===== config.mk =====
export PLATFORM = sky130hd
export DESIGN_NAME = parallelism_profile_sampler
export DESIGN_NICKNAME = d
export VERILOG_FILES = /design/src/hdl/pps_pkg.sv /design/src/hdl/pps_counters.sv /design/src/hdl/parallelism_profile_sampler.sv
export SDC_FILE = /design/constraint.sdc
export NUM_CORES = 2
export LEC_CHECK = 0
export BUFFER_PORTS_ARGS = -buffer_cell sky130_fd_sc_hd__buf_2
export CAP_MARGIN = 20
export CELL_PAD_IN_SITES_DETAIL_PLACEMENT = 0
export CELL_PAD_IN_SITES_GLOBAL_PLACEMENT = 1
export CORE_MARGIN = 1.5
export CORE_UTILIZATION = 45
export CTS_CLUSTER_SIZE = 20
export DETAILED_ROUTE_END_ITERATION = 8
export HOLD_SLACK_MARGIN = 0.02
export MAX_ROUTING_LAYER = met4
export PLACE_DENSITY = 0.87
export SYNTH_ARGS = -nofsm -noshare
export SYNTH_HDL_FRONTEND = slang
export SYNTH_HIERARCHICAL = 1
export SYNTH_SLANG_ARGS = --single-unit

===== constraint.sdc =====
create_clock -name clock -period 10.1 [get_ports clock]
set_clock_uncertainty 0.2 [all_clocks]
set_input_delay 1.01 -clock clock [delete_from_list [all_inputs] [get_ports clock]]
set_output_delay 1.01 -clock clock [all_outputs]
set_load 0.01 [all_outputs]

===== src/hdl/pps_pkg.sv =====
// ----------------------------------------------------------------------------
// pps_pkg: shared definitions for the parallelism profile sampler
// Widths, event and edge codes, counter class indexes and the handshake
// struct between the sampler datapath and its counter bank.
// ----------------------------------------------------------------------------
package pps_pkg;

   // Field and storage widths
   localparam int unsigned TIME_BITS     = 48;
   localparam int unsigned COUNT_BITS    = 16;
   localparam int unsigned MAX_SAMPLES   = 4096;
   localparam int unsigned BUDGET_BITS   = 13;
   localparam int unsigned TAKEN_BITS    = $clog2(MAX_SAMPLES + 1);
   localparam int unsigned INDEX_BITS    = 12;
   localparam int unsigned PROD_BITS     = TIME_BITS + BUDGET_BITS;
   localparam int unsigned N_CLASSES     = 5;
   localparam int unsigned CSR_ADDR_BITS = 2;
   localparam int unsigned CSR_DATA_BITS = 48;

   // Configuration register indexes
   typedef enum logic [CSR_ADDR_BITS-1:0] {
      CSR_SAMPLE_BUDGET = 2'd0,
      CSR_END_TIME      = 2'd1
   } csr_index_type;

   // Event kinds on the request channel
   typedef enum logic [1:0] {
      EV_READY = 2'd0,
      EV_START = 2'd1,
      EV_END   = 2'd2
   } event_kind_type;

   // Incoming edge kinds
   typedef enum logic [1:0] {
      EDGE_END         = 2'd0,
      EDGE_CREATE      = 2'd1,
      EDGE_CREATE_CONT = 2'd2,
      EDGE_WAIT_CONT   = 2'd3
   } link_kind_type;

   // Occupancy counter slots
   typedef enum logic [2:0] {
      CLS_RUNNING     = 3'd0,
      CLS_END         = 3'd1,
      CLS_CREATE      = 3'd2,
      CLS_CREATE_CONT = 3'd3,
      CLS_WAIT_CONT   = 3'd4
   } class_type;

   typedef logic [N_CLASSES-1:0][COUNT_BITS-1:0] counts_type;

   // One event handed to the counter bank
   typedef struct packed {
      logic           update;
      logic [1:0]     kind;
      logic           has_pred;
      logic [1:0]     link_kind;
   } cnt_cmd_type;

endpackage


===== src/hdl/pps_counters.sv =====
// ----------------------------------------------------------------------------
// pps_counters: saturating occupancy counter bank
// Holds the running count and the four ready-class counts, applies one
// event per cycle and presents the counts as they stand after that event.
// ----------------------------------------------------------------------------
module pps_counters (
   input  logic                 clock,
   input  logic                 reset,
   input  pps_pkg::cnt_cmd_type cmd,
   output pps_pkg::counts_type  counts_next
);

   pps_pkg::counts_type counts_ff;
   pps_pkg::counts_type counts_in;
   pps_pkg::class_type  cls;

   function automatic logic [pps_pkg::COUNT_BITS-1:0] sat_inc(
      input logic [pps_pkg::COUNT_BITS-1:0] v
   );
      sat_inc = (v == '1) ? v : v + 1'b1;
   endfunction

   function automatic logic [pps_pkg::COUNT_BITS-1:0] sat_dec(
      input logic [pps_pkg::COUNT_BITS-1:0] v
   );
      sat_dec = (v == '0) ? v : v - 1'b1;
   endfunction

   // Classify the ready edge; a root task counts as create
   always_comb begin
      if (!cmd.has_pred) begin
         cls = pps_pkg::CLS_CREATE;
      end else begin
         unique case (pps_pkg::link_kind_type'(cmd.link_kind))
            pps_pkg::EDGE_END:         cls = pps_pkg::CLS_END;
            pps_pkg::EDGE_CREATE:      cls = pps_pkg::CLS_CREATE;
            pps_pkg::EDGE_CREATE_CONT: cls = pps_pkg::CLS_CREATE_CONT;
            default:                   cls = pps_pkg::CLS_WAIT_CONT;
         endcase
      end
   end

   // Apply the event; the unused kind leaves every count alone
   always_comb begin
      counts_in = counts_ff;
      if (cmd.update) begin
         unique case (cmd.kind)
            pps_pkg::EV_READY: begin
               counts_in[cls] = sat_inc(counts_ff[cls]);
            end
            pps_pkg::EV_START: begin
               counts_in[cls] = sat_dec(counts_ff[cls]);
               counts_in[pps_pkg::CLS_RUNNING] =
                  sat_inc(counts_ff[pps_pkg::CLS_RUNNING]);
            end
            pps_pkg::EV_END: begin
               counts_in[pps_pkg::CLS_RUNNING] =
                  sat_dec(counts_ff[pps_pkg::CLS_RUNNING]);
            end
            default: begin
            end
         endcase
      end
   end

   always_ff @(posedge clock) begin
      if (reset) begin
         counts_ff <= '0;
      end else begin
         counts_ff <= counts_in;
      end
   end

   assign counts_next = counts_in;

endmodule


===== src/hdl/parallelism_profile_sampler.sv =====
// ----------------------------------------------------------------------------
// parallelism_profile_sampler: task occupancy profile sampler
// Tracks running and ready task counts from a trace of task events and
// emits a snapshot whenever the sampling grid has been crossed.
// ----------------------------------------------------------------------------
// Usage:
//   Request beats (req_*) carry one task event each: kind, predecessor flag,
//   edge kind and timestamp. A beat moves when req_valid is high and
//   req_stall is low. Response beats (rsp_*) carry one snapshot: time,
//   sample index and the five counts after the event.
//   An accepted event is evaluated in the input register; if it takes a
//   sample, the response register raises rsp_valid. One event per cycle
//   is sustained while no snapshot stalls; the single evaluation stage sets
//   the rate: a 48x13 multiply of the timestamp by the budget and a 61-bit
//   compare against a running threshold (samples taken times end time).
//   When the receiver holds rsp_stall, the snapshot holds, one more event
//   waits in the input register and req_stall rises.
//   The csr port writes sample_budget (index 0) and end_time (index 1). The
//   user must write only while idle; the block itself does not enforce it. A
//   write of end_time rebuilds the threshold in the following cycle with
//   one multiply. Synchronous reset clears counters, sample count and both
//   stages and restores sample_budget to 1024 and end_time to 1.
// ----------------------------------------------------------------------------
module parallelism_profile_sampler (
   input  logic                                clock,
   input  logic                                reset,
   // configuration
   input  logic                                csr_write_en,
   input  logic [pps_pkg::CSR_ADDR_BITS-1:0]   csr_index,
   input  logic [pps_pkg::CSR_DATA_BITS-1:0]   csr_wdata,
   // request channel
   input  logic                                req_valid,
   output logic                                req_stall,
   input  logic [1:0]                          req_event_kind,
   input  logic                                req_has_predecessor,
   input  logic [1:0]                          req_link_kind,
   input  logic [pps_pkg::TIME_BITS-1:0]       req_event_time,
   // response channel
   output logic                                rsp_valid,
   input  logic                                rsp_stall,
   output logic [pps_pkg::TIME_BITS-1:0]       rsp_sample_time,
   output logic [pps_pkg::INDEX_BITS-1:0]      rsp_sample_index,
   output logic [pps_pkg::COUNT_BITS-1:0]      rsp_running_count,
   output logic [pps_pkg::COUNT_BITS-1:0]      rsp_ready_end_count,
   output logic [pps_pkg::COUNT_BITS-1:0]      rsp_ready_create_count,
   output logic [pps_pkg::COUNT_BITS-1:0]      rsp_ready_create_cont_count,
   output logic [pps_pkg::COUNT_BITS-1:0]      rsp_ready_wait_cont_count
);

   // Configuration
   logic [pps_pkg::BUDGET_BITS-1:0] budget_ff;
   logic [pps_pkg::TIME_BITS-1:0]   end_time_ff;
   logic                            rebuild_ff;

   // Input stage
   logic                            s1_valid_ff;
   logic [1:0]                      s1_kind_ff;
   logic                            s1_pred_ff;
   logic [1:0]                      s1_edge_ff;
   logic [pps_pkg::TIME_BITS-1:0]   s1_time_ff;

   // Sampling state
   logic [pps_pkg::TAKEN_BITS-1:0]  samples_ff;
   logic [pps_pkg::TAKEN_BITS-1:0]  samples_in;
   logic [pps_pkg::PROD_BITS-1:0]   thr_ff;
   logic [pps_pkg::PROD_BITS-1:0]   thr_in;

   // Output stage
   logic                            rsp_valid_ff;
   logic                            rsp_valid_in;
   logic [pps_pkg::TIME_BITS-1:0]   rsp_time_ff;
   logic [pps_pkg::INDEX_BITS-1:0]  rsp_index_ff;
   pps_pkg::counts_type             rsp_counts_ff;

   logic                            advance;
   logic                            consume;
   logic                            accept;
   logic                            fire;
   logic [pps_pkg::BUDGET_BITS-1:0] budget_eff;
   logic [pps_pkg::PROD_BITS-1:0]   prod;
   pps_pkg::cnt_cmd_type            cmd;
   pps_pkg::counts_type             counts_next;

   // Handshake: the input stage retires when the output slot is free
   assign advance   = !rsp_valid_ff || !rsp_stall;
   assign consume   = s1_valid_ff && advance;
   assign req_stall = s1_valid_ff && !advance;
   assign accept    = req_valid && !req_stall;

   // Configuration writes
   always_ff @(posedge clock) begin
      if (reset) begin
         budget_ff   <= pps_pkg::BUDGET_BITS'(1024);
         end_time_ff <= pps_pkg::TIME_BITS'(1);
         rebuild_ff  <= 1'b0;
      end else begin
         rebuild_ff <= 1'b0;
         if (csr_write_en) begin
            unique case (csr_index)
               pps_pkg::CSR_SAMPLE_BUDGET: begin
                  budget_ff <= csr_wdata[pps_pkg::BUDGET_BITS-1:0];
               end
               pps_pkg::CSR_END_TIME: begin
                  end_time_ff <= csr_wdata[pps_pkg::TIME_BITS-1:0];
                  rebuild_ff  <= 1'b1;
               end
               default: begin
               end
            endcase
         end
      end
   end

   // Capture the request beat
   always_ff @(posedge clock) begin
      if (reset) begin
         s1_valid_ff <= 1'b0;
      end else if (accept) begin
         s1_valid_ff <= 1'b1;
      end else if (consume) begin
         s1_valid_ff <= 1'b0;
      end
   end

   always_ff @(posedge clock) begin
      if (accept) begin
         s1_kind_ff <= req_event_kind;
         s1_pred_ff <= req_has_predecessor;
         s1_edge_ff <= req_link_kind;
         s1_time_ff <= req_event_time;
      end
   end

   // Counter bank
   assign cmd.update    = consume;
   assign cmd.kind      = s1_kind_ff;
   assign cmd.has_pred  = s1_pred_ff;
   assign cmd.link_kind = s1_edge_ff;

   pps_counters u_counters (
      .clock       (clock),
      .reset       (reset),
      .cmd         (cmd),
      .counts_next (counts_next)
   );

   // Sampling test: time * budget against samples taken * end time
   assign budget_eff = (budget_ff > pps_pkg::BUDGET_BITS'(pps_pkg::MAX_SAMPLES))
                       ? pps_pkg::BUDGET_BITS'(pps_pkg::MAX_SAMPLES) : budget_ff;
   assign prod = s1_time_ff * budget_eff;
   assign fire = consume && (samples_ff < budget_eff) && (prod > thr_ff);

   // Advance the threshold by one end time per sample; rebuild after an end_time write
   always_comb begin
      samples_in = samples_ff;
      thr_in     = thr_ff;
      if (rebuild_ff) begin
         thr_in = samples_ff * end_time_ff;
      end else if (fire) begin
         samples_in = samples_ff + 1'b1;
         thr_in     = thr_ff + pps_pkg::PROD_BITS'(end_time_ff);
      end
   end

   always_ff @(posedge clock) begin
      if (reset) begin
         samples_ff <= '0;
         thr_ff     <= '0;
      end else begin
         samples_ff <= samples_in;
         thr_ff     <= thr_in;
      end
   end

   // Response register
   always_comb begin
      if (fire) begin
         rsp_valid_in = 1'b1;
      end else if (!rsp_stall) begin
         rsp_valid_in = 1'b0;
      end else begin
         rsp_valid_in = rsp_valid_ff;
      end
   end

   always_ff @(posedge clock) begin
      if (reset) begin
         rsp_valid_ff <= 1'b0;
      end else begin
         rsp_valid_ff <= rsp_valid_in;
      end
   end

   always_ff @(posedge clock) begin
      if (fire) begin
         rsp_time_ff   <= s1_time_ff;
         rsp_index_ff  <= samples_ff[pps_pkg::INDEX_BITS-1:0];
         rsp_counts_ff <= counts_next;
      end
   end

   assign rsp_valid                   = rsp_valid_ff;
   assign rsp_sample_time             = rsp_time_ff;
   assign rsp_sample_index            = rsp_index_ff;
   assign rsp_running_count           = rsp_counts_ff[pps_pkg::CLS_RUNNING];
   assign rsp_ready_end_count         = rsp_counts_ff[pps_pkg::CLS_END];
   assign rsp_ready_create_count      = rsp_counts_ff[pps_pkg::CLS_CREATE];
   assign rsp_ready_create_cont_count = rsp_counts_ff[pps_pkg::CLS_CREATE_CONT];
   assign rsp_ready_wait_cont_count   = rsp_counts_ff[pps_pkg::CLS_WAIT_CONT];

endmodule


==> impl_metrics.yaml <==
power:
  intPower_w: 0.00384
  power_frac_seq_pct: 32.0
  p_sw_share_pct: 39.9
  power.share.clock_pct: 29.4
  p_sw_w: 0.00255
  power_w: 0.00639
  powerDensity_mw_per_mm2: 96.6
  leakage_nw: 29.1
  combPwrFrac_pct: 38.7
  ir_worst_vdd_mv: 0.128
run_status:
  status: "complete, no violations"
layout:
  area.growth.synth_to_final_pct: 7.75
  final_cell_count_no_fill: 8852
  final_cell_mix: "nand2_1, inv_1, fa_1, and2_1, a21oi_1"
  final_common_cell: "nand2_1"
  fin_nets: 8491
  layout-drive-gt1-share_pct: 8.37
global_routing:
  grt_start_max_net_pins: 82
  grt_overflow: 0
  antenna_found_initial: 6
  grt_pass1_wl_microns: 292000
  grt_pass1_vias: 51900
  grt_usage_pct: 27.8
clock_tree:
  clockRootBuffer: "clkbuf_16"
  cts_hold_buf: 0
  cts_tree: "yes"
  clock_sinks: 411
  cts_buffers: 50
  clk_path_buf_depth: 3
  cts_max_level: 2
  worst_skew_pair.late_latency_ns: 0.68
  clkTransAtPathRegs_ns: 0.07
sta:
  hold_viol: 0
  rsz0062_at_grt: "false"
  finalWorstSetupSlack_ns: 0.498
  finalSetupTns_ns: 0
  fmax_ghz: 0.104
  final-setup-viol-count: 0
  worstMarginPinSlew_ns: 1.15
  fin_hold_ws_ns: 0.260
  relSlewSlack_pct: 22.4
  fin_crit_ns: 9.60
  min_period_over_period_pct: 95.1
  drv_slew: 0
critical_path:
  critPathKind: "reg2reg"
  crit_path_end_kind: "flop"
  cp_slowest_stage_delay_ns: 0.56
  cp_max_fo: 21
  critPathArrivalTime_ns: 9.93
  crit_top_cell: "fa_1"
  cp-start-kind: "flop"
  slowest_stage: "fa_1"
  crit_required_ns: 10.42
drt:
  drcViolationCount: 0
  vias_per_cell: 5.66
  vias: 50100
  ant_nets: 0
  drt_iter0_drc: 3934
  wl_microns: 186000
  wl_per_cell_microns: 21.1
  first_pass_iters: 8
synth:
  syn_nets: 8491
  synth_flop_cell: "dfxtp_1"
  async_flop_share_pct: 0
  syn_avg_cell_area_sq_um: 8.73
  yosys_warnings: 6
  netlist_instances: 7028
  synth-seq-area-share_pct: 16.6
  ys_types: 117
  syn_area_sq_mm: 0.0614
  synth_seq_cells: 411
  synth_edf_count: 193
hold_path:
  hp-class: "reg2reg"
placement:
  portBuffers: 249
  dp_hpwl_microns: 143000
  gp_congestion: 0.965
  dp_slack_ns: 0.206
  dp_cells: 8728
die:
  floorplan.rows: 135
  die_h_microns: 372
  die-area_sq_mm: 0.139
  ios: 250
  coreArea_sq_mm: 0.135
  die-width_microns: 372
  start_util_pct: 45.3
job:
  max-cap-violations: 0
[metal layers]
layer	routed length [microns]	global-route usage [%]	share of wire [%]	up-vias
li1	-	-	-	22400
met1	74500	34.3	40	25100
met2	89700	45.6	48	2055
met3	12400	3.30	6.6	520
met4	9830	13.0	5.3	0
met5	0	-	0	-
[critical path, delay by kind of cell, from the launching register on]
kind,cells,cell delay (ns)
adder cells (fa/ha/maj),7,3.08
AO/OA/AOI/OAI,15,2.72
buffers and inverters,9,1.69
AND/OR/NAND/NOR,5,1.13
flip-flops,1,0.43
XOR/XNOR,1,0.14
[path summary, 6_finish.rpt]
path,to,slack [ns],cells after the start,from
worst max-delay path,thr_ff[20],0.50,37,budget_ff[12]
worst min-delay path,budget_ff[6],0.26,2,budget_ff[6]
worst max register to register,thr_ff[20],0.50,37,budget_ff[12]
worst min register to register,budget_ff[6],0.26,2,budget_ff[6]
[kinds of logic (layout without fill, tap and decap cells)]
group                    Yosys count  after routing  synth area share, %
buffers and inverters           1552           1590                 9.68
AND/OR/NAND/NOR                 2389           2392                 18.7
adder cells (fa/ha/maj)         1355           1355                 40.0
multiplexers                      26             26                0.438
flip-flops                       411            411                 16.6
other                              0              2                    0
AO/OA/AOI/OAI                   1101           1101                 11.8
XOR/XNOR                         194            194                 2.84
[Yosys cell counts, types with 79 or more instances]
cell      instances  area share [%]
fa_1           1013              33
o21ai_0         165             1.3
a21o_1          104             1.3
inv_1          1134             6.9
nand2_1        1203             7.4
ha_1            342             7.0
nor2_1          251             1.5
nand3_1          89            0.73
nand4_1          79            0.81
xnor2_1         135             1.9
a21oi_1         392             3.2
edfxtp_1        193             9.4
dfxtp_1         218             7.1
and2_1          467             4.8
clkbuf_1        350             2.1
[through the flow]
step                      utilization [%]  instance area, sq um
after global placement               47.3                 64100
after floorplan                         -                 61400
final                                48.8                 66100
after CTS                            48.6                 65800
after global routing                 48.8                 66100
after detailed placement             47.3                 64100
[state kept, by name, indices dropped and copies added (netlist names)]
signal                       count
rsp_valid                        1
rsp_sample_time                 48
samples_ff                      13
budget_ff                       13
thr_ff                          61
s1_pred_ff                       1
s1_edge_ff                       2
rebuild_ff                       1
rsp_ready_end_count             16
s1_kind_ff                       2
rsp_ready_create_cont_count     16
u_counters/counts_ff            80
rsp_running_count               16
rsp_ready_wait_cont_count       16
rsp_sample_index                12
s1_time_ff                      48
rsp_ready_create_count          16
end_time_ff                     48
s1_valid_ff                      1
[area by class of cell]
type / count / area, sq um
Timing Repair Buffer: 361 / 2330
Inverter: 1136 / 4260
Fill cell: 12800 / 69300
Clock inverter: 37 / 395
Multi-Input combinational cell: 5068 / 45500
Tap cell: 1781 / 2230
Sequential cell: 411 / 10200
Antenna cell: 2 / 5.00
Clock buffer: 56 / 1280
[power by group through the flow]
stage	Clock, W	Combinational, W	Sequential [W]
global route	0.00196	0.00276	0.00206
CTS	0.00192	0.00245	0.00204
floorplan	0	0.00173	0.00200
detailed placement	0	0.00243	0.00207
global placement	0	0.00239	0.00207
finish	0.00188	0.00247	0.00204
[what timing repair did]
item / CTS / global route
setup buffers: 0 / 25
resized for setup: 0 / 8
endpoints found under the setup margin: 0 / 212
No activity file was read; power rests on OpenSTA's default activity.
